`config.mk`:
```
export PLATFORM = sky130hd
export DESIGN_NAME = fodm_horner_cell
export DESIGN_NICKNAME = d
export VERILOG_FILES = /design/src/hdl/fodm_pkg.sv /design/src/hdl/fodm_horner_cell.sv
export SDC_FILE = /design/constraint.sdc
export NUM_CORES = 2
export LEC_CHECK = 0
export ABC_CLOCK_PERIOD_IN_PS = 23600
export BUFFER_PORTS_ARGS = -buffer_cell sky130_fd_sc_hd__buf_2
export CAP_MARGIN = 0
export CORE_UTILIZATION = 55
export DETAILED_ROUTE_END_ITERATION = 6
export HOLD_SLACK_MARGIN = 0.05
export PLACE_DENSITY = 0.77
export SETUP_SLACK_MARGIN = 0.02
export SLEW_MARGIN = 10
export SYNTH_ARGS = -nofsm -noshare
export SYNTH_HDL_FRONTEND = slang
export SYNTH_SLANG_ARGS = --single-unit
```
`constraint.sdc`:
```
create_clock -name i_clk -period 23.6 [get_ports i_clk]
set_input_delay 2.36 -clock i_clk [delete_from_list [all_inputs] [get_ports i_clk]]
set_output_delay 2.36 -clock i_clk [all_outputs]
set_load 0.01 [all_outputs]
```
`src/hdl/fodm_pkg.sv`:
```
package fodm_pkg;

    // angle and trig resolution
    localparam int ANGLE_BITS     = 16;
    localparam int TRIG_FRAC_BITS = 15;

    // fixed field widths
    localparam int AX_W   = 8;
    localparam int DB_W   = 7;
    localparam int GAIN_W = 10;
    localparam int HEAD_W = 16;
    localparam int VEL_W  = 8;

    // q30 working format of the sine polynomial, one extra bit to hold 1.0
    localparam int Q_FRAC = 30;
    localparam int Q_W    = Q_FRAC + 1;

    // derived datapath widths
    localparam int SAX_W  = AX_W + GAIN_W;
    localparam int TRIG_W = TRIG_FRAC_BITS + 2;

    // odd polynomial of sin(t*pi/2), highest term last
    localparam int N_COEF  = 6;
    localparam int N_CELLS = N_COEF - 1;
    localparam logic [Q_W-1:0] SIN_COEF [N_COEF] = '{
        31'd1686629713, 31'd693598668, 31'd85569306,
        31'd5026995,    31'd172272,    31'd3864
    };

    // register reset values
    localparam logic [DB_W-1:0]   DEADBAND_RST = 7'd5;
    localparam logic [GAIN_W-1:0] GAIN_RST     = 10'd256;

    // register index codes, taken from paddr[2]
    localparam logic REG_DEADBAND = 1'b0;
    localparam logic REG_GAIN     = 1'b1;

    // one trig lane moving down the horner chain
    typedef struct packed {
        logic [Q_W-1:0] t;
        logic [Q_W-1:0] t2;
        logic [Q_W-1:0] acc;
        logic           neg;
    } t_lane;

    // full payload of one horner stage
    typedef struct packed {
        t_lane                    sin_l;
        t_lane                    cos_l;
        logic signed [SAX_W-1:0]  fwd;
        logic signed [SAX_W-1:0]  lat;
    } t_horner;

endpackage

```
`src/hdl/fodm_horner_cell.sv`:
```
module fodm_horner_cell
    import fodm_pkg::*;
(
    input  logic           i_clk,
    input  logic           i_rst_n,
    input  logic [Q_W-1:0] i_coef,
    input  logic           i_valid,
    input  t_horner        i_data,
    output logic           o_ready,
    output logic           o_valid,
    output t_horner        o_data,
    input  logic           i_ready
);

    logic               r_valid;
    t_horner            r_data;
    t_horner            n_data;
    logic [2*Q_W-1:0]   w_prod_s;
    logic [2*Q_W-1:0]   w_prod_c;

    // acc = coef - acc*t2, floored at zero
    function automatic logic [Q_W-1:0] horner_step(
        input logic [Q_W-1:0]   coef,
        input logic [2*Q_W-1:0] prod
    );
        logic [Q_W-1:0] p;
        p = prod[Q_FRAC+Q_W-1:Q_FRAC];
        return (coef > p) ? coef - p : '0;
    endfunction

    // one multiply per lane
    assign w_prod_s = i_data.sin_l.acc * i_data.sin_l.t2;
    assign w_prod_c = i_data.cos_l.acc * i_data.cos_l.t2;

    always_comb begin
        n_data           = i_data;
        n_data.sin_l.acc = horner_step(i_coef, w_prod_s);
        n_data.cos_l.acc = horner_step(i_coef, w_prod_c);
    end

    // stage loads when empty or when the neighbor takes its contents
    assign o_ready = !r_valid || i_ready;

    always_ff @(posedge i_clk) begin
        if (!i_rst_n) begin
            r_valid <= 1'b0;
        end else if (o_ready) begin
            r_valid <= i_valid;
        end
    end

    always_ff @(posedge i_clk) begin
        if (o_ready) begin
            r_data <= n_data;
        end
    end

    assign o_valid = r_valid;
    assign o_data  = r_data;

endmodule

```
==> metrics.txt <==
crit-path most repeated cell fa_1; fraction of layout cells with a size suffix above 1 0.0803; first-pass GRT wire length 327,000 µm; vias in the first global route 57,900; Std-Cell Core Area 126,000 µm²; largest net degree at the start of global routing 154; DRC 0; status complete, no violations; Final Max Tran Viols 0; max frequency 0.0803 GHz; fin crit share 0.527; kind of start point of the critical path input pin; Worst Tran Pin Value 1.10 ns; clock net sink count 225; GRT overflow 0; Detail Route Antenna Nets 0; post-synth top area share 0.477; Die ar. 129,000 µm²; Final Critical Period 12.45 ns; Initial Util 0.557; final WL 210,000 µm; H-tree levels 1; routed len/inst 23.0 µm; setup TNS 0 ns; Post-CTS Setup Bufs 0; Synth cell types 86; main area contributors after synthesis fa_1, ha_1, edfxtp_1, and2_1, inv_1; gpl congestion 1.01; P&R area growth vs syn 6.02%; DRT Pass-1 Iters 6; NumNets Final 9,954; hold_buf cts 0; num ports 485; Critical Path Fanout Max 32; worst-skew pair later-pin latency 0.67 ns; Die Y 359 µm; Resized cells post-CTS 0; Num CTS Buffers 30; row cnt 130; WS Path Type in2reg; Seq cells post-synth 225; number of synthesized flops with an enable pin 224; dpl hpwl 159,000 µm; RSZ-0062 raised after global routing false; fill cell count 10,500; worst hold path class reg2reg; WP data required 24.11 ns; vias 53,400; Worst slew margin 0.266; Max-cap violations 0; die width 359 µm; Setup Skew 0.0118 ns; initial antenna violation count 18; Post-Synthesis Cells 7,308; syn nets 9,793; ys flop type edfxtp_1; vias per cell 5.83; CP Capture Type register; total global routing track utilization 0.332; Clk Tree Root Cell clkbuf_16; I/O Buffers 484; Post-synth ARST share 0; Yosys top cell by area fa_1; slowest stage delay, CP 0.70 ns; Syn. warnings 0; critical path data arrival time 12.95 ns; initial DRC count 4,718; average cell area after synthesis 9.60 µm²; clock buffer depth 3; CTS tree done; Post-Syn Area 70,200 µm²; register area share after synthesis 0.0961; Setup violations, final 0; CTS clk-pin slew, worst paths 0.07 ns; Fin. Hold Viols 0; Worst path slowest cell buf_2
==> metrics by stage <==
step / setup slack (ns) / instance area (µm²) / utilization / std cells / hold WS (ns)
global route: 10.87 / 74400 / 0.590 / 9144 / 1.18
detailed placement: 10.85 / 73400 / 0.583 / 9087 / 1.10
global placement: 10.92 / 73400 / 0.583 / 9087 / 1.08
floorplan: 12.54 / 70200 / - / 7308 / 2.46
finish: 11.15 / 74400 / 0.590 / 9151 / 1.13
CTS: 11.51 / 74400 / 0.590 / 9143 / 1.11
==> path summary, 6_finish.rpt <==
path              start    endpoint  slack (ns)  cells past startpoint
max          i_data[77]  o_data[67]       11.15                     31
min             o_valid     o_valid        1.13                      2
max reg2reg     o_valid  o_data[94]       21.41                      2
min reg2reg     o_valid     o_valid        1.13                      2
==> per-layer routing <==
layer | track usage | part of all wire
met4 | 0.140 | 0.050
met1 | 0.430 | 0.37
met2 | 0.511 | 0.44
met3 | 0.111 | 0.14
met5 | 0 | 0.00042
==> cells in the final DEF, fill, tap and decap left out, drive strengths merged, types with 40 or more instances in the layout <==
cell,netlist,routed
fa,1672,1672
inv,1547,1552
nand2,1080,1080
and2,943,943
ha,554,554
buf,10,517
edfxtp,224,224
a21oi,145,145
nor2,111,111
o21ai,86,86
a21o,74,74
xnor2,63,63
xor2,43,43
nand3,40,40
nor3,40,40
==> critical path, delay by kind of cell <==
kind	cells	cell delay, ns
fa+ha+maj	10	4.62
xor+xnor	1	0.62
simple gates	6	1.55
buf+inv	4	0.90
compound gates	10	2.79
==> flip-flops by register name, indices dropped and copies added (netlist names) <==
signal	cells
o_data	224
o_valid	1
==> Yosys cell counts, types with 4 or more instances <==
cell type / number
fa_1: 1672
inv_1: 1547
nand2_1: 1080
and2_1: 943
ha_1: 554
clkbuf_1: 378
edfxtp_1: 224
a21oi_1: 143
nor2_1: 108
o21ai_0: 80
a21o_1: 74
xnor2_1: 63
xor2_1: 43
nand3_1: 38
nor3_1: 37
nand4_1: 30
a211oi_1: 24
a31oi_1: 21
o21a_1: 20
o21bai_1: 18
nor2b_1: 16
o31ai_1: 15
nand2b_1: 14
and3_1: 13
a21boi_0: 9
and4_1: 9
o211ai_1: 9
or3_1: 9
nor4_1: 7
mux2i_1: 6
or2_2: 6
a2111oi_0: 5
o21ai_1: 5
o31a_1: 5
buf_2: 4
==> area by class of cell <==
cell class / instances / area (µm²) / share of cell area
inverters: 1547 / 5810 / 0.0780
flip-flops and latches: 225 / 6750 / 0.0907
multi-input cells: 5148 / 56100 / 0.754
well taps: 1650 / 2060 / 0.0277
diodes: 8 / 20.0 / 0.000269
clock buffers: 33 / 762 / 0.0102
clock inverters: 23 / 190 / 0.00256
repair buffers: 517 / 2680 / 0.0361
==> cell families (layout without fill, tap and decap cells) <==
logic type	after synthesis	count (layout)	share of synthesized area
adders and majority gates	2226	2226	0.576
DFF	225	225	0.0961
xor gates and xnor gates	106	106	0.0132
other	0	8	0
AOI/OAI and AO/OA	478	478	0.0443
buffers and inverters	1935	2120	0.104
muxes	6	6	0.000856
and+or+nand+nor	2332	2332	0.166
Power is left out: the tool's default activity adds up to more than one toggle a clock period on the data nets, which glitch-free logic cannot reach.
